[config.mk]
export PLATFORM = sky130hd
export DESIGN_NAME = fp32_fp16_format_converter_core_flat
export DESIGN_NICKNAME = d
export VERILOG_FILES = /design/src/sv/fpc_pkg.sv /design/src/sv/fpc_in_if.sv /design/src/sv/fpc_out_if.sv /design/src/sv/fpc_decode.sv /design/src/sv/fpc_align.sv /design/src/sv/fpc_pack.sv /design/src/sv/fp32_fp16_format_converter_core.sv /design/src/flat_wrapper.sv
export SDC_FILE = /design/constraint.sdc
export NUM_CORES = 1
export LEC_CHECK = 0
export BUFFER_PORTS_ARGS = -buffer_cell sky130_fd_sc_hd__buf_2
export CAP_MARGIN = 20
export CORE_ASPECT_RATIO = 1.5
export CORE_UTILIZATION = 46
export CTS_BUF_LIST = sky130_fd_sc_hd__clkbuf_8 sky130_fd_sc_hd__clkbuf_16
export CTS_CLUSTER_DIAMETER = 80
export DETAILED_ROUTE_END_ITERATION = 8
export PLACE_DENSITY = 0.65
export SKIP_CTS_REPAIR_TIMING = 1
export SLEW_MARGIN = 20
export SYNTH_ARGS = -nofsm -noshare
export SYNTH_HDL_FRONTEND = slang
export SYNTH_SLANG_ARGS = --single-unit
[constraint.sdc]
create_clock -name clk -period 7 [get_ports clk]
set_input_delay 2.1 -clock clk [delete_from_list [all_inputs] [get_ports clk]]
set_output_delay 2.1 -clock clk [all_outputs]
set_load 0.02 [all_outputs]
[src/sv/fpc_pkg.sv]
// ----------------------------------------------------------------------------
// fpc_pkg
// Types and constants for the binary32 / binary16 converter pipeline.
// ----------------------------------------------------------------------------
`default_nettype none

package fpc_pkg;

  // Conversion direction
  localparam logic FUNC_NARROW = 1'b0;
  localparam logic FUNC_WIDEN  = 1'b1;

  // Exponent landmarks (biased binary32 exponent unless noted)
  localparam logic [7:0] EXP_BIAS_DIFF  = 8'd112;  // 127 - 15
  localparam logic [7:0] NARROW_TINY    = 8'd102;  // below this flushes to zero
  localparam logic [7:0] NARROW_MAX_SUB = 8'd112;  // up to this is half-subnormal
  localparam logic [7:0] NARROW_OVF     = 8'd143;  // from this on is infinity
  localparam logic [7:0] SUB_SHIFT_BASE = 8'd126;  // 14 - rebased exponent
  localparam logic [7:0] WIDEN_SUB_EXP  = 8'd113;  // 1 - 15 + 127
  localparam logic [4:0] HALF_EXP_MAX   = 5'h1f;
  localparam logic [7:0] SINGLE_EXP_MAX = 8'hff;

  typedef enum logic [1:0] {
    CLS_ZERO = 2'd0,
    CLS_SUB  = 2'd1,
    CLS_NORM = 2'd2,
    CLS_INF  = 2'd3
  } cls_t;

  // Decode stage word
  typedef struct packed {
    logic        func;
    logic        sign;
    cls_t        cls;
    logic [7:0]  expo;
    logic [23:0] mant;
    logic [4:0]  shamt;
    logic        last;
  } s1_t;

  // Align stage word
  typedef struct packed {
    logic        func;
    logic        sign;
    cls_t        cls;
    logic [7:0]  expo;
    logic [10:0] frac;
    logic        last;
  } s2_t;

endpackage

`default_nettype wire

[src/sv/fpc_in_if.sv]
// ----------------------------------------------------------------------------
// fpc_in_if
// Source word channel: direction select, source bits and end-of-buffer flag.
// ----------------------------------------------------------------------------
`default_nettype none

interface fpc_in_if;
  logic        valid;
  logic        ready;
  logic        func;
  logic [31:0] value_bits;
  logic        last_in;

  modport source (output valid, output func, output value_bits, output last_in,
                  input ready);
  modport sink   (input valid, input func, input value_bits, input last_in,
                  output ready);
endinterface

`default_nettype wire

[src/sv/fpc_out_if.sv]
// ----------------------------------------------------------------------------
// fpc_out_if
// Result word channel: converted bits and end-of-buffer flag.
// ----------------------------------------------------------------------------
`default_nettype none

interface fpc_out_if;
  logic        valid;
  logic        ready;
  logic [31:0] result_bits;
  logic        last_out;

  modport source (output valid, output result_bits, output last_out, input ready);
  modport sink   (input valid, input result_bits, input last_out, output ready);
endinterface

`default_nettype wire

[src/sv/fpc_decode.sv]
// ----------------------------------------------------------------------------
// fpc_decode
// Stage 1: split the source word, classify it and find the shift amount.
// ----------------------------------------------------------------------------
`default_nettype none

module fpc_decode import fpc_pkg::*; (
  input  wire logic        clk,
  input  wire logic        rst_n,
  input  wire logic        up_valid,
  output logic             up_ready,
  input  wire logic        up_func,
  input  wire logic [31:0] up_bits,
  input  wire logic        up_last,
  output logic             dn_valid,
  output s1_t              dn_data,
  input  wire logic        dn_ready
);

  logic       valid_r;
  s1_t        data_r;
  s1_t        data_nxt;
  logic [7:0] exp8;
  logic [7:0] sub_shift;
  logic [4:0] exp5;
  logic [9:0] m10;
  logic [3:0] msb;
  logic [3:0] shifts;

  always_comb begin
    exp8      = up_bits[30:23];
    sub_shift = SUB_SHIFT_BASE - exp8;
    exp5      = up_bits[14:10];
    m10       = up_bits[9:0];
    msb       = 4'd0;
    for (int i = 0; i < 10; i++) begin
      if (m10[i]) msb = 4'(i);
    end
    shifts = 4'd10 - msb;

    data_nxt.func = up_func;
    data_nxt.last = up_last;
    if (up_func == FUNC_NARROW) begin
      data_nxt.sign  = up_bits[31];
      data_nxt.expo  = exp8;
      data_nxt.mant  = {1'b1, up_bits[22:0]};
      data_nxt.shamt = sub_shift[4:0];
      if (up_bits[30:0] == 31'd0 || exp8 < NARROW_TINY) begin
        data_nxt.cls = CLS_ZERO;
      end else if (exp8 <= NARROW_MAX_SUB) begin
        data_nxt.cls = CLS_SUB;
      end else if (exp8 >= NARROW_OVF) begin
        data_nxt.cls = CLS_INF;
      end else begin
        data_nxt.cls = CLS_NORM;
      end
    end else begin
      data_nxt.sign  = up_bits[15];
      data_nxt.expo  = {3'b000, exp5};
      data_nxt.mant  = {14'd0, m10};
      data_nxt.shamt = {1'b0, shifts};
      if (exp5 == 5'd0) begin
        data_nxt.cls = (m10 == 10'd0) ? CLS_ZERO : CLS_SUB;
      end else if (exp5 == HALF_EXP_MAX) begin
        data_nxt.cls = CLS_INF;
      end else begin
        data_nxt.cls = CLS_NORM;
      end
    end
  end

  assign up_ready = !valid_r || dn_ready;
  assign dn_valid = valid_r;
  assign dn_data  = data_r;

  always_ff @(posedge clk) begin
    if (!rst_n) begin
      valid_r <= 1'b0;
    end else if (up_ready) begin
      valid_r <= up_valid;
    end
  end

  always_ff @(posedge clk) begin
    if (up_ready && up_valid) begin
      data_r <= data_nxt;
    end
  end

endmodule

`default_nettype wire

[src/sv/fpc_align.sv]
// ----------------------------------------------------------------------------
// fpc_align
// Stage 2: shift the significand and rebase the exponent.
// ----------------------------------------------------------------------------
`default_nettype none

module fpc_align import fpc_pkg::*; (
  input  wire logic clk,
  input  wire logic rst_n,
  input  wire logic up_valid,
  output logic      up_ready,
  input  s1_t       up_data,
  output logic      dn_valid,
  output s2_t       dn_data,
  input  wire logic dn_ready
);

  logic        valid_r;
  s2_t         data_r;
  s2_t         data_nxt;
  logic [4:0]  nsh;
  logic [23:0] nq;
  logic [7:0]  ne8;
  logic [9:0]  ws;

  always_comb begin
    // keep the first dropped bit as frac[0] for rounding in the next stage
    nsh = up_data.shamt - 5'd1;
    nq  = up_data.mant >> nsh;
    ne8 = up_data.expo - EXP_BIAS_DIFF;
    ws  = up_data.mant[9:0] << up_data.shamt[3:0];

    data_nxt.func = up_data.func;
    data_nxt.sign = up_data.sign;
    data_nxt.cls  = up_data.cls;
    data_nxt.last = up_data.last;
    if (up_data.func == FUNC_NARROW) begin
      data_nxt.expo = {3'b000, ne8[4:0]};
      if (up_data.cls == CLS_SUB) begin
        data_nxt.frac = nq[10:0];
      end else begin
        data_nxt.frac = {1'b0, up_data.mant[22:13]};
      end
    end else begin
      if (up_data.cls == CLS_SUB) begin
        data_nxt.expo = WIDEN_SUB_EXP - {4'd0, up_data.shamt[3:0]};
        data_nxt.frac = {1'b0, ws};
      end else begin
        data_nxt.expo = up_data.expo + EXP_BIAS_DIFF;
        data_nxt.frac = {1'b0, up_data.mant[9:0]};
      end
    end
  end

  assign up_ready = !valid_r || dn_ready;
  assign dn_valid = valid_r;
  assign dn_data  = data_r;

  always_ff @(posedge clk) begin
    if (!rst_n) begin
      valid_r <= 1'b0;
    end else if (up_ready) begin
      valid_r <= up_valid;
    end
  end

  always_ff @(posedge clk) begin
    if (up_ready && up_valid) begin
      data_r <= data_nxt;
    end
  end

endmodule

`default_nettype wire

[src/sv/fpc_pack.sv]
// ----------------------------------------------------------------------------
// fpc_pack
// Stage 3: round half-subnormals, assemble the result word and hold it.
// ----------------------------------------------------------------------------
`default_nettype none

module fpc_pack import fpc_pkg::*; (
  input  wire logic  clk,
  input  wire logic  rst_n,
  input  wire logic  up_valid,
  output logic       up_ready,
  input  s2_t        up_data,
  output logic       dn_valid,
  output logic [31:0] dn_bits,
  output logic       dn_last,
  input  wire logic  dn_ready
);

  logic        valid_r;
  logic [31:0] bits_r;
  logic [31:0] bits_nxt;
  logic        last_r;
  logic [10:0] rnd;

  always_comb begin
    // a carry out of the largest subnormal lands on the smallest normal
    rnd = {1'b0, up_data.frac[10:1]} + {10'd0, up_data.frac[0]};
    if (up_data.func == FUNC_NARROW) begin
      case (up_data.cls)
        CLS_ZERO: bits_nxt = {16'd0, up_data.sign, 15'd0};
        CLS_SUB:  bits_nxt = {16'd0, up_data.sign, 4'd0, rnd};
        CLS_NORM: bits_nxt = {16'd0, up_data.sign, up_data.expo[4:0], up_data.frac[9:0]};
        CLS_INF:  bits_nxt = {16'd0, up_data.sign, HALF_EXP_MAX, 10'd0};
        default:  bits_nxt = 32'd0;
      endcase
    end else begin
      case (up_data.cls)
        CLS_ZERO: bits_nxt = {up_data.sign, 31'd0};
        CLS_SUB,
        CLS_NORM: bits_nxt = {up_data.sign, up_data.expo, up_data.frac[9:0], 13'd0};
        CLS_INF:  bits_nxt = {up_data.sign, SINGLE_EXP_MAX, up_data.frac[9:0], 13'd0};
        default:  bits_nxt = 32'd0;
      endcase
    end
  end

  assign up_ready = !valid_r || dn_ready;
  assign dn_valid = valid_r;
  assign dn_bits  = bits_r;
  assign dn_last  = last_r;

  always_ff @(posedge clk) begin
    if (!rst_n) begin
      valid_r <= 1'b0;
    end else if (up_ready) begin
      valid_r <= up_valid;
    end
  end

  always_ff @(posedge clk) begin
    if (up_ready && up_valid) begin
      bits_r <= bits_nxt;
      last_r <= up_data.last;
    end
  end

endmodule

`default_nettype wire

[src/sv/fp32_fp16_format_converter_core.sv]
// ----------------------------------------------------------------------------
// fp32_fp16_format_converter_core
// binary32 <-> binary16 converter, direction chosen per word.
// ----------------------------------------------------------------------------
// Three register stages (decode, align, pack) with valid bits traveling beside
// the data: a word moves from the decode register to the align register and
// then to the pack register, and one word can enter every cycle while the
// output side does not stall.
// Each stage takes a new word whenever it is empty or its own word moves on,
// so a stalled output fills the pipeline before in_ch.ready drops; ready is
// combinational from out_ch.ready through the three stages. Narrowing flushes
// tiny values and binary32 subnormals to signed zero, rounds half-subnormals
// half-up, truncates normals and turns overflow and NaN into signed infinity.
// Widening is exact and keeps NaN payloads. last_in rides along as last_out.
`default_nettype none

module fp32_fp16_format_converter_core import fpc_pkg::*; (
  input  wire logic clk,
  input  wire logic rst_n,
  fpc_in_if.sink    in_ch,
  fpc_out_if.source out_ch
);

  logic s1_valid;
  logic s1_ready;
  s1_t  s1_data;
  logic s2_valid;
  logic s2_ready;
  s2_t  s2_data;

  fpc_decode u_decode (
    .clk      (clk),
    .rst_n    (rst_n),
    .up_valid (in_ch.valid),
    .up_ready (in_ch.ready),
    .up_func  (in_ch.func),
    .up_bits  (in_ch.value_bits),
    .up_last  (in_ch.last_in),
    .dn_valid (s1_valid),
    .dn_data  (s1_data),
    .dn_ready (s1_ready)
  );

  fpc_align u_align (
    .clk      (clk),
    .rst_n    (rst_n),
    .up_valid (s1_valid),
    .up_ready (s1_ready),
    .up_data  (s1_data),
    .dn_valid (s2_valid),
    .dn_data  (s2_data),
    .dn_ready (s2_ready)
  );

  fpc_pack u_pack (
    .clk      (clk),
    .rst_n    (rst_n),
    .up_valid (s2_valid),
    .up_ready (s2_ready),
    .up_data  (s2_data),
    .dn_valid (out_ch.valid),
    .dn_bits  (out_ch.result_bits),
    .dn_last  (out_ch.last_out),
    .dn_ready (out_ch.ready)
  );

endmodule

`default_nettype wire

[src/flat_wrapper.sv]
// flat-port wrapper written by rule: the top's interface ports become plain ports
module fp32_fp16_format_converter_core_flat import fpc_pkg::*;
  (clk, rst_n, in_ch_valid, in_ch_func, in_ch_value_bits, in_ch_last_in, in_ch_ready, out_ch_valid, out_ch_result_bits, out_ch_last_out, out_ch_ready);
  fpc_in_if in_ch_i ();
  fpc_out_if out_ch_i ();
  input  wire logic clk;
  input  wire logic rst_n;
  input wire logic [$bits(in_ch_i.valid)-1:0] in_ch_valid;
  input wire logic [$bits(in_ch_i.func)-1:0] in_ch_func;
  input wire logic [$bits(in_ch_i.value_bits)-1:0] in_ch_value_bits;
  input wire logic [$bits(in_ch_i.last_in)-1:0] in_ch_last_in;
  output wire logic [$bits(in_ch_i.ready)-1:0] in_ch_ready;
  output wire logic [$bits(out_ch_i.valid)-1:0] out_ch_valid;
  output wire logic [$bits(out_ch_i.result_bits)-1:0] out_ch_result_bits;
  output wire logic [$bits(out_ch_i.last_out)-1:0] out_ch_last_out;
  input wire logic [$bits(out_ch_i.ready)-1:0] out_ch_ready;
  assign in_ch_i.valid = in_ch_valid;
  assign in_ch_i.func = in_ch_func;
  assign in_ch_i.value_bits = in_ch_value_bits;
  assign in_ch_i.last_in = in_ch_last_in;
  assign in_ch_ready = in_ch_i.ready;
  assign out_ch_valid = out_ch_i.valid;
  assign out_ch_result_bits = out_ch_i.result_bits;
  assign out_ch_last_out = out_ch_i.last_out;
  assign out_ch_i.ready = out_ch_ready;
  fp32_fp16_format_converter_core u_core (.clk(clk), .rst_n(rst_n), .in_ch(in_ch_i), .out_ch(out_ch_i));
endmodule
Word-level counts from Yosys, hierarchy flattened

Cells that the tools add are included.

Bits in registers: 102
Input bits: 38
Output and inout port bits: 35
Word-level logic and storage cells: 76

Add/sub/neg operators: 7
Order comparisons: 3
Equal/unequal tests: 5
Shift operators: 2
Mux-type cells: 22
Reductions and logical operators: 15

Operator list:

| operator                                                                          | number |
|---|---|
| 32-bit one-hot mux with 4 select lines                                            | 1 |
| 32-bit one-hot mux with 3 select lines                                            | 1 |
| 40-bit two-way mux                                                                | 1 |
| 32-bit two-way mux                                                                | 1 |
| 4-bit two-way mux                                                                 | 8 |
| 31-bit zero test                                                                  | 1 |
| 24-bit by 5-bit >> shifter with 11-bit output                                     | 1 |
| 19-bit two-way mux                                                                | 1 |
| 16-bit two-way mux                                                                | 1 |
| 10-bit by 1-bit adder with 11-bit output                                          | 1 |
| 11-bit two-way mux                                                                | 1 |
| 10-bit zero test                                                                  | 1 |
| 10-bit by 4-bit left shift with 10-bit output                                     | 1 |
| 8-bit by 7-bit adder with 8-bit output (second input constant)                    | 1 |
| 8-bit >= comparator (second input constant)                                       | 1 |
| 8-bit by 7-bit less-or-equal comparator with 1-bit output (second input constant) | 1 |
| 8-bit by 7-bit < comparator with 1-bit output (second input constant)             | 1 |
| 7-bit by 4-bit subtractor with 8-bit output (first input constant)                | 1 |
| 2-bit two-way mux                                                                 | 3 |
| 5-bit equality test (second input constant)                                       | 1 |
| 5-bit zero test                                                                   | 1 |
| 5-bit by 1-bit subtractor with 5-bit output (second input constant)               | 1 |
| 5-bit subtractor (first input constant)                                           | 1 |
| 5-bit subtractor (second input constant)                                          | 1 |
| other kinds (9)                                                                   | 21 |

Longest topological paths before layout

Gate-level depths: netlist of run 1.

Depth after elaboration: 11
Mapped depth: 12
Mapped depth without buffers: 8

Hierarchy

Synthesis of run 1 repeated with hierarchy kept, for this count alone.

Cells, all modules: 540
Area total of the unflattened synthesis: 6124.6 um2

Modules (own cells, without submodules):

| module     | times used | cells an instance | area an instance (um2) | seq. area each (um2) |
|---|---|---|---|---|
| fpc_align  | 1          | 287               | 2660.1                 | 740.7 |
| fpc_decode | 1          | 123               | 1806.7                 | 1281.2 |
| fpc_pack   | 1          | 130               | 1657.8                 | 1011.0 |

Worst setup path before layout of run 1

No wires, ideal clock.

Kind: input -> register
Start point: in out_ch_ready
End point: reg u_core.u_decode.data_r (netlist bit u_core.u_decode.dn_data[0]), enable pin
Library setup time: 467 ps
Data arrival time: 4354 ps
Data required time: 6533 ps
Slack: 2179 ps
Stages: 2
Buffers on the path: 0
Cells stage by stage: nor2b_1 -> a31oi_1

Word-level cells in the longest chain between the ends: 4

RTL lines:

| element              | line               | text |
|---|---|---|
| from (decl)          | flat_wrapper.sv:16 | `input wire logic [$bits(out_ch_i.ready)-1:0] out_ch_ready;` |
| 1-bit logical OR     | fpc_pack.sv:47     | `assign up_ready = !valid_r \|\| dn_ready;` |
| 1-bit logical OR     | fpc_align.sv:55    | `assign up_ready = !valid_r \|\| dn_ready;` |
| 1-bit logical OR     | fpc_decode.sv:72   | `assign up_ready = !valid_r \|\| dn_ready;` |
| 1-bit logical AND    | fpc_decode.sv:85   | `if (up_ready && up_valid) begin` |
| to (signal assigned) | fpc_decode.sv:86   | `data_r <= data_nxt;` |
| to (decl)            | fpc_decode.sv:21   | `s1_t data_r;` |

Every way passes these cells.
A chain may end at the register's enable or synchronous reset.

Final worst setup path of run 1

Start point: in out_ch_ready
End point: out in_ch_ready

Word-level cells in the longest chain between the ends: 3

RTL lines:

| element          | line               | text |
|---|---|---|
| 1-bit logical OR | fpc_pack.sv:47     |  |
| 1-bit logical OR | fpc_align.sv:55    |  |
| 1-bit logical OR | fpc_decode.sv:72   |  |
| to (decl)        | flat_wrapper.sv:12 | `output wire logic [$bits(in_ch_i.ready)-1:0] in_ch_ready;` |

Every way passes these cells.

==> impl_metrics.toml, run 1 <==
[routing]
drtAntennaViolNets = 0
dr.pass1.iters = 5
drt-total-wl_microns = 13780
drt_iter0_markers = 215
vias = 4456
route.detailed.drc = 0
vias_per_cell = 5.918
wl_per_cell_microns = 18.30

[synth]
syn-mean-instance-area_sq_um = 11.66
synth_top_flop_cell = "edfxtp_1"
netlist.area_leader.share = 0.4803
ys_seq_area_frac = 0.4900
synth_area_leaders = "edfxtp_1, mux2i_1, mux2_2, mux4_2, ha_1"
synth_cells = 531
synth-seq-cells = 102
netlist_area_sq_um = 6190
ys_types = 64
yosysWarnings = 0
synth_area_leader_cell = "edfxtp_1"
synthArstFlopShare = 0
syn_nets = 582
synth_edf_count = 99

[die]
boundaryPins = 73
row_count = 51
start_util = 0.4732
die_area_sq_um = 13930
core-area_sq_um = 13080
die_w_microns = 96.72
die_height_microns = 144.1

[setup_path]
critPathMaxFanout = 6
critPathKind = "in2out"
r2r-start = "u_core.u_decode.dn_data[2]"
r2r-end = "u_core.u_align.dn_data[1]"
required_ns = 4.90
r2r_cells = 7
end_kind = "output port"
crit_arrival_ns = 3.02
reg2reg_slack_ns = 3.57
startpoint_type = "input pin"

[place]
place_hpwl_microns = 10510
place_congestion = 0.9405
dp.cells = 737
port_buffers = 72

[cts]
cts_max_level = 3
root_buffer = "clkbuf_16"
cts.path.max_buffers = 2
insertion_delay_ns = 0.35
cts_buffers = 9
clkSlewWorstSetupHoldPaths_ns = 0.07
cts_sinks = 102
cts_tree = "built"

[power_and_ir_drop]
total_power_mw = 1.632
seq_power_share = 0.467
clock_power_share = 0.298
power_frac_comb = 0.236
switchingPower_mw = 0.4898
intPower_mw = 1.142
ir_worst_vdd_mv = 0.1334
sw_frac_of_total = 0.3001
p_leak_nw = 2.586
p_per_area_nw_per_um2 = 235.3

[finish]
final_cell_mix = "edfxtp_1, buf_2, nor2_1"
final_common_cell = "edfxtp_1"
fin_cells = 753
area_delta_synth_final_pct = 12.05
layout-drive-gt1-share = 0.2492
layout.nets = 640
n_antenna_cell = 0

[sta]
maxSlewViolCount = 0
worst_pin_slew_ns = 0.9792
setup_violations = 0
hold_violations = 0
finalSetupTns_ns = 0
fmax_mhz = 195.2
timing.final.crit_share = 0.7318
rsz0062_at_grt = "no"
slew_headroom = 0.3440
finClkSkew_ns = 0.007328
fin_crit_ns = 5.122

[global_routing]
grt_pass1_wl_microns = 22270
grt.overflow.total = 0
grt_max_degree = 43
grt_pass1_vias = 4334
antenna_found_initial = 0
grtUsageTotal = 0.2056

[min_path]
hold_class = "reg2reg"
holdPathStages = 0
hp-start = "u_core.u_align.dn_data[0]"
holdPathEnd = "u_core.u_pack.dn_last"

[run_status]
status = "complete, no violations"

[run]
cap_violations = 0
==> stage by stage <==
step	util	area (sq um)	hold slack, ns	setup WS [ns]
after floorplan	-	6190	0.4003	2.179
after CTS	0.5296	6928	0.4308	1.885
after global placement	0.5065	6625	0.4017	1.952
final	0.5302	6935	0.4319	1.878
after global routing	0.5302	6935	0.4378	1.817
after detailed placement	0.5065	6625	0.4128	1.877
==> sequential cells by signal (all words and copies together), names as in the netlist <==
register / count
u_core.u_align.dn_data: 24
u_core.u_align.dn_valid: 1
u_core.u_decode.dn_data: 42
u_core.u_decode.dn_valid: 1
u_core.u_pack.dn_bits: 32
u_core.u_pack.dn_last: 1
u_core.u_pack.dn_valid: 1
==> synth_stat cells, drive strengths merged, types with 3 or more instances <==
library cell / count
a31oi: 7
edfxtp: 99
nand3: 16
o211ai: 5
mux2: 27
dfxtp: 3
nor3: 18
a21oi: 29
a21boi: 3
and3: 5
nand2: 31
mux4: 15
nor2: 38
and2: 8
nand4: 4
or3: 5
nand2b: 3
a22oi: 11
buf: 15
xnor2: 11
nor2b: 22
nor3b: 4
inv: 15
mux2i: 33
xor2: 7
o21bai: 4
o21ai: 18
clkbuf: 18
ha: 13
a211oi: 6
o21a: 10
==> per-layer routing <==
metal,up-vias,GRT usage,part of all wire
met5,-,0,0
met4,0,0.1225,0.052
met1,2151,0.2173,0.39
met2,136,0.3773,0.52
met3,37,0.04205,0.038
li1,2132,-,-
==> power by group through the flow <==
stage	combinational [mW]	sequential (mW)	clock [mW]
2_1_floorplan	0.305	0.760	0
3_3_place_gp	0.380	0.773	0
3_5_place_dp	0.380	0.774	0
4_1_cts	0.382	0.760	0.496
5_1_grt	0.418	0.766	0.521
6_report	0.385	0.762	0.486
==> area by class of cell <==
cell class | count | area (sq um)
multi-input cells | 379 | 2917
inverters | 17 | 63.81
flip-flops and latches | 102 | 3033
well taps | 159 | 198.9
fillers | 1128 | 6146
repair buffers | 80 | 420.4
clock buffers | 9 | 225.2
clock inverters | 7 | 77.57
==> logic make-up (layout without fill, tap and decap cells) <==
| logic type | after synthesis | in the layout | share of synthesized area |
|---|---|---|---|
| AOI/OAI and AO/OA | 111 | 111 | 0.1193 |
| xor gates and xnor gates | 18 | 18 | 0.03093 |
| adders and majority gates | 13 | 13 | 0.02628 |
| buffers and inverters | 50 | 113 | 0.04346 |
| DFF | 102 | 102 | 0.4900 |
| muxes | 75 | 75 | 0.1583 |
| and+or+nand+nor | 162 | 162 | 0.1318 |
==> worst max-delay path by stage <==
stage,start,endpoint,cells past startpoint
after global routing,out_ch_ready,in_ch_ready,4
final,out_ch_ready,in_ch_ready,4
after floorplan,out_ch_ready,u_core.u_decode.dn_data[0],2
after CTS,out_ch_ready,in_ch_ready,4
after detailed placement,out_ch_ready,in_ch_ready,4
after global placement,out_ch_ready,in_ch_ready,4
==> worst max-delay path: stages <==
cell and delay [ns]:
buf_2 0.09, nor2b_1 0.47, nand3_1 0.16, buf_2 0.19
No activity file was read; power rests on OpenSTA's default activity.
==> run 2, diff against run 1 <==
PLACE_DENSITY = 0.68   (was 0.65)
clock period = 4.3 ns   (was 7 ns; I/O delays follow)
==> run 2 against run 1 <==
Net effect: utilization hardly changed; design area hardly changed; cell count grew 0.13%; sequential power grew 64%; clock power up 65%; clock skew about the same; hold slack lost 0.0010 ns; first-iteration DRC count up 53%; worst setup slack got worse by 1.1 ns; register-to-register slack worse by 2.8 ns; via count increased by 0.65%; sequential cell count is the same.
==> impl_metrics.toml, run 2 (same netlist as run 1, synthesis figures left out) <==
[cts]
insertion_delay_ns = 0.35
cts_buffers = 9
cts_max_level = 3
cts_sinks = 102
root_buffer = "clkbuf_16"
cts.path.max_buffers = 2
cts_tree = "built"
clkSlewWorstSetupHoldPaths_ns = 0.07

[setup_path]
startpoint_type = "register"
critPathMostFrequentCell = "o211ai_1"
crit_arrival_ns = 3.59
critPathKind = "reg2reg"
critPathMaxFanout = 19
cpPeakStageDelay_ns = 0.91
required_ns = 4.38
r2r_cells = 7
reg2reg_slack_ns = 0.79
slowest_stage = "ha_1"
r2r-end = "u_core.u_align.dn_data[10]"
worstPathBufferInverterCount = 1
r2r-start = "u_core.u_decode.dn_data[2]"
end_kind = "register"
cp_top_family = "multiplexers"
cp_cell_sequence = "clkinv_1 -> ha_1 -> mux2_2 -> mux4_1 -> nand2b_1 -> o211ai_1 -> o211ai_1"

[sta]
finClkSkew_ns = 0.007181
maxSlewViolCount = 0
finalSetupTns_ns = 0
fin_crit_ns = 3.513
fmax_mhz = 284.6
hold_violations = 0
worst_pin_slew_ns = 0.9874
timing.final.crit_share = 0.8171
slew_headroom = 0.3417
rsz0062_at_grt = "no"
setup_violations = 0

[routing]
vias = 4485
vias_per_cell = 5.948
dr.pass1.iters = 4
drt-total-wl_microns = 14350
drt_iter0_markers = 329
wl_per_cell_microns = 19.03
route.detailed.drc = 0
drtAntennaViolNets = 0

[finish]
n_antenna_cell = 0
final_common_cell = "edfxtp_1"
layout.nets = 641
layout-drive-gt1-share = 0.2487
area_delta_synth_final_pct = 12.03
largest_register_ffs = 42
multi_input_comb_area_sq_um = 2909
final_util = 0.5301
design_area_sq_um = 6934
final_cell_mix = "edfxtp_1, buf_2, nor2_1"
fin_cells = 754
fill_cells = 1145
seqCellArea_sq_um = 3033

[die]
die_w_microns = 96.72
die_height_microns = 144.1
start_util = 0.4732
die_area_sq_um = 13930
boundaryPins = 73
row_count = 51
core-area_sq_um = 13080

[global_routing]
grt_max_degree = 42
grt_pass1_wl_microns = 23160
grtUsageTotal = 0.2162
grt.overflow.total = 0
antenna_found_initial = 0
grt_pass1_vias = 4390

[run_status]
status = "complete, no violations"

[run]
cap_violations = 0

[power_and_ir_drop]
p_per_area_nw_per_um2 = 386.4
switchingPower_mw = 0.8121
p_leak_nw = 2.592
clock_power_share = 0.300
seq_power_share = 0.466
intPower_mw = 1.867
ir_worst_vdd_mv = 0.2081
sw_frac_of_total = 0.3031
power_frac_comb = 0.234

[min_path]
hp-start = "u_core.u_decode.dn_data[0]"
holdPathEnd = "u_core.u_align.dn_data[0]"
hold_class = "reg2reg"
holdPathStages = 0

[place]
place_congestion = 0.9513
port_buffers = 72
place_area_sq_um = 6633
place_hpwl_microns = 11000
dp.cells = 738
run 2: worst register-to-register path, stage by stage, from the launching register on:
cell	delay [ns]
edfxtp_1	0.57
clkinv_1	0.38
ha_1	0.91
mux2_2	0.44
mux4_1	0.56
nand2b_1	0.17
o211ai_1	0.10
o211ai_1	0.12
run 2: per-layer routing:
layer / part of all wire / GRT usage
met1: 0.38 / 0.2321
met2: 0.53 / 0.3895
met3: 0.043 / 0.03190
met4: 0.050 / 0.1555
met5: 0 / 0
run 2: worst max-delay path by stage:
| stage | startpoint | end | slack (ns) | depth (start not counted) |
|---|---|---|---|---|
| 2_1_floorplan | out_ch_ready | u_core.u_decode.dn_data[0] | 0.29 | 2 |
| 3_3_place_gp | u_core.u_decode.dn_data[2] | u_core.u_align.dn_data[1] | 0.92 | 7 |
| 3_5_place_dp | u_core.u_decode.dn_data[2] | u_core.u_align.dn_data[10] | 0.82 | 7 |
| 4_1_cts | u_core.u_decode.dn_data[2] | u_core.u_align.dn_data[10] | 0.80 | 7 |
| 5_1_grt | u_core.u_decode.dn_data[2] | u_core.u_align.dn_data[1] | 0.57 | 7 |
| 6_report | u_core.u_decode.dn_data[2] | u_core.u_align.dn_data[10] | 0.79 | 7 |
run 2: final cells by class:
cell class	count	area share
inverters	17	0.009202
well taps	159	0.02869
flip-flops and latches	102	0.4374
multi-input cells	379	0.4195
clock buffers	9	0.03248
repair buffers	81	0.06171
clock inverters	7	0.01101
run 2: through the flow:
stage                     power, mW  setup WS [ns]  hold slack (ns)
after global routing          2.803         0.5747           0.4378
after global placement        1.881         0.9151           0.4005
after detailed placement      1.886         0.8229           0.4212
after floorplan               1.734         0.2893           0.4003
after CTS                     2.700         0.8027           0.4396
final                         2.679         0.7866           0.4309
run 2: power groups by stage:
stage               registers [mW]  logic [mW]  clock network, mW
floorplan                     1.24       0.497                  0
global placement              1.27       0.613                  0
detailed placement            1.27       0.618                  0
CTS                           1.25       0.622              0.832
global route                  1.26       0.682              0.865
finish                        1.25       0.628              0.803
==> run 3, diff against run 2 <==
ABC_AREA = 1   (was unset)
clock period = 2.9 ns   (was 4.3 ns; I/O delays follow)
==> run 3 against run 2 <==
Net effect: critical endpoint is now in_ch_ready; combinational power rose by 16%; die area fell by 2.1%; largest cell class unchanged; register-to-register slack got worse by 0.21 ns.
==> impl_metrics.toml, run 3 <==
[run_status]
status = "complete, no violations"

[die]
boundaryPins = 73
start_util = 0.4700
core-area_sq_um = 12890
die_area_sq_um = 13640
die_w_microns = 95.70
row_count = 51
die_height_microns = 142.6

[global_routing]
grtUsageTotal = 0.2382
antenna_found_initial = 0
grt_pass1_wl_microns = 24250
grt_pass1_vias = 5018
grt.overflow.total = 0
grt_max_degree = 43

[setup_path]
cp_cell_sequence = "buf_2 -> inv_1 -> nand2_1 -> nor2_1 -> nand2_1 -> buf_2"
cp_top_family = "buffers and inverters"
slowest_stage = "buf_2"
worstPathBufferInverterCount = 3
required_ns = 2.03
critPathMaxFanout = 3
startpoint_type = "input pin"
critPathKind = "in2out"
r2r-start = "u_core.u_decode.dn_data[1]"
end_kind = "output port"
crit_arrival_ns = 1.57
crit_start = "out_ch_ready"
cpPeakStageDelay_ns = 0.17

[sta]
hold_violations = 0
maxSlewViolCount = 0
finalSetupTns_ns = 0
timing.final.crit_share = 0.8420
fmax_mhz = 409.5
holdWs_ns = 0.4307
slew_headroom = 0.6469
finClkSkew_ns = 0.007364
fin_crit_ns = 2.442
worst_pin_slew_ns = 0.5297
setup_violations = 0
rsz0062_at_grt = "no"

[place]
port_buffers = 72
place_hpwl_microns = 11990
place_area_sq_um = 6566
place_congestion = 0.8869

[synth]
syn_nets = 803
synth_top_flop_cell = "edfxtp_1"
synth_area_leader_cell = "edfxtp_1"
synth-seq-cells = 102
synth_top_family_by_area = "simple AND/OR/NAND/NOR gates"
yosys.area_share.simple = 0.3090
synth_compound_area_frac = 0.07580
ys_seq_area_frac = 0.5006
synth.top_cells.by_count = "nand2_1, nand3_1, edfxtp_1"
synth_area_leaders = "edfxtp_1, nand2_1, nand3_1, nor2_1, inv_1"
synth_edf_count = 99
synth-adder-area-share = 0.02685
synthArstFlopShare = 0
synthMuxAreaShare = 0.001652
synth_xor_area_frac = 0.005783
netlist_area_sq_um = 6058
yosysMostFrequentCell = "nand2_1"
yosysWarnings = 0
synth_cells = 752
netlist.area_leader.share = 0.4907
ys_types = 42
syn-mean-instance-area_sq_um = 8.056

[cts]
clkSlewWorstSetupHoldPaths_ns = 0.08
cts_buffers = 9
cts_tree = "built"
root_buffer = "clkbuf_16"
cts_sinks = 102
cts_max_level = 3
cts.path.max_buffers = 2
insertion_delay_ns = 0.35

[power_and_ir_drop]
p_leak_nw = 3.120
ir_worst_vdd_mv = 0.2787
total_power_mw = 3.682
p_per_area_nw_per_um2 = 535.9

[routing]
drt_iter0_markers = 394
vias = 5297
wl_per_cell_microns = 15.62
vias_per_cell = 5.389
drtAntennaViolNets = 0
drt-total-wl_microns = 15350
dr.pass1.iters = 6
route.detailed.drc = 0

[finish]
final_cell_mix = "nand2_1, nand3_1, edfxtp_1"
design_area_sq_um = 6870
area_delta_synth_final_pct = 13.40
final_common_cell = "nand2_1"
layout.nets = 870
layout-drive-gt1-share = 0.1468
final_util = 0.5330
largest_register_ffs = 42
n_antenna_cell = 0

[min_path]
hp-start = "u_core.u_align.dn_data[0]"
hold_class = "reg2reg"

[run]
cap_violations = 0
==> run 3: per-stage QoR <==
step	setup slack [ns]	instances
2_1_floorplan	0.3514	752
3_3_place_gp	0.5304	967
3_5_place_dp	0.4700	967
4_1_cts	0.4700	983
5_1_grt	0.3566	983
6_report	0.4582	983
==> run 3: power by group <==
group | leakage (nW) | switching, mW | total [mW] | internal, mW
Clock | 0.141 | 0.587 | 1.20 | 0.610
Combinational | 1.99 | 0.486 | 0.727 | 0.242
Sequential | 0.988 | 0.0550 | 1.76 | 1.70
Total | 3.12 | 1.13 | 3.68 | 2.55
==> run 3: kinds of logic after synthesis <==
| group | count (synthesis) |
|---|---|
| AO/OA/AOI/OAI | 82 |
| XOR/XNOR | 4 |
| adder cells (fa/ha/maj) | 13 |
| buffers and inverters | 110 |
| flip-flops | 102 |
| multiplexers | 1 |
| AND/OR/NAND/NOR | 440 |
==> run 3: path summary, 6_finish.rpt <==
check                                   end  slack, ns  cells after the start
setup / recovery                in_ch_ready       0.46                      6
setup reg to reg  u_core.u_align.dn_data[1]       0.58                     11
hold / removal        u_core.u_pack.dn_last       0.43                      0
hold reg to reg       u_core.u_pack.dn_last       0.43                      0
==> run 3: layout make-up <==
class	count	area [sq um]
repair buffers	87	485.5
clock inverters	7	78.83
multi-input cells	540	2550
flip-flops and latches	102	3033
clock buffers	9	225.2
well taps	159	198.9
inverters	79	299.0
fillers	1260	6020
==> run 3: metal layers <==
| layer | part of all wire | track usage | routed length, microns |
|---|---|---|---|
| met2 | 0.52 | 0.4177 | 7921 |
| met1 | 0.39 | 0.2679 | 5930 |
| met3 | 0.042 | 0.03472 | 639 |
| met5 | 0 | 0 | 0 |
| met4 | 0.056 | 0.1414 | 860 |
==> run 3: worst register-to-register path, cell delays in order (launching register included) <==
cell and delay, ns:
edfxtp_1 0.44, inv_4 0.26, ha_1 0.30, inv_1 0.08, nand2_1 0.07, nand2_2 0.28
nand3_1 0.23, nand2_1 0.09, a21oi_1 0.14, nand2_1 0.07, nand2_1 0.06, nand2_1 0.06
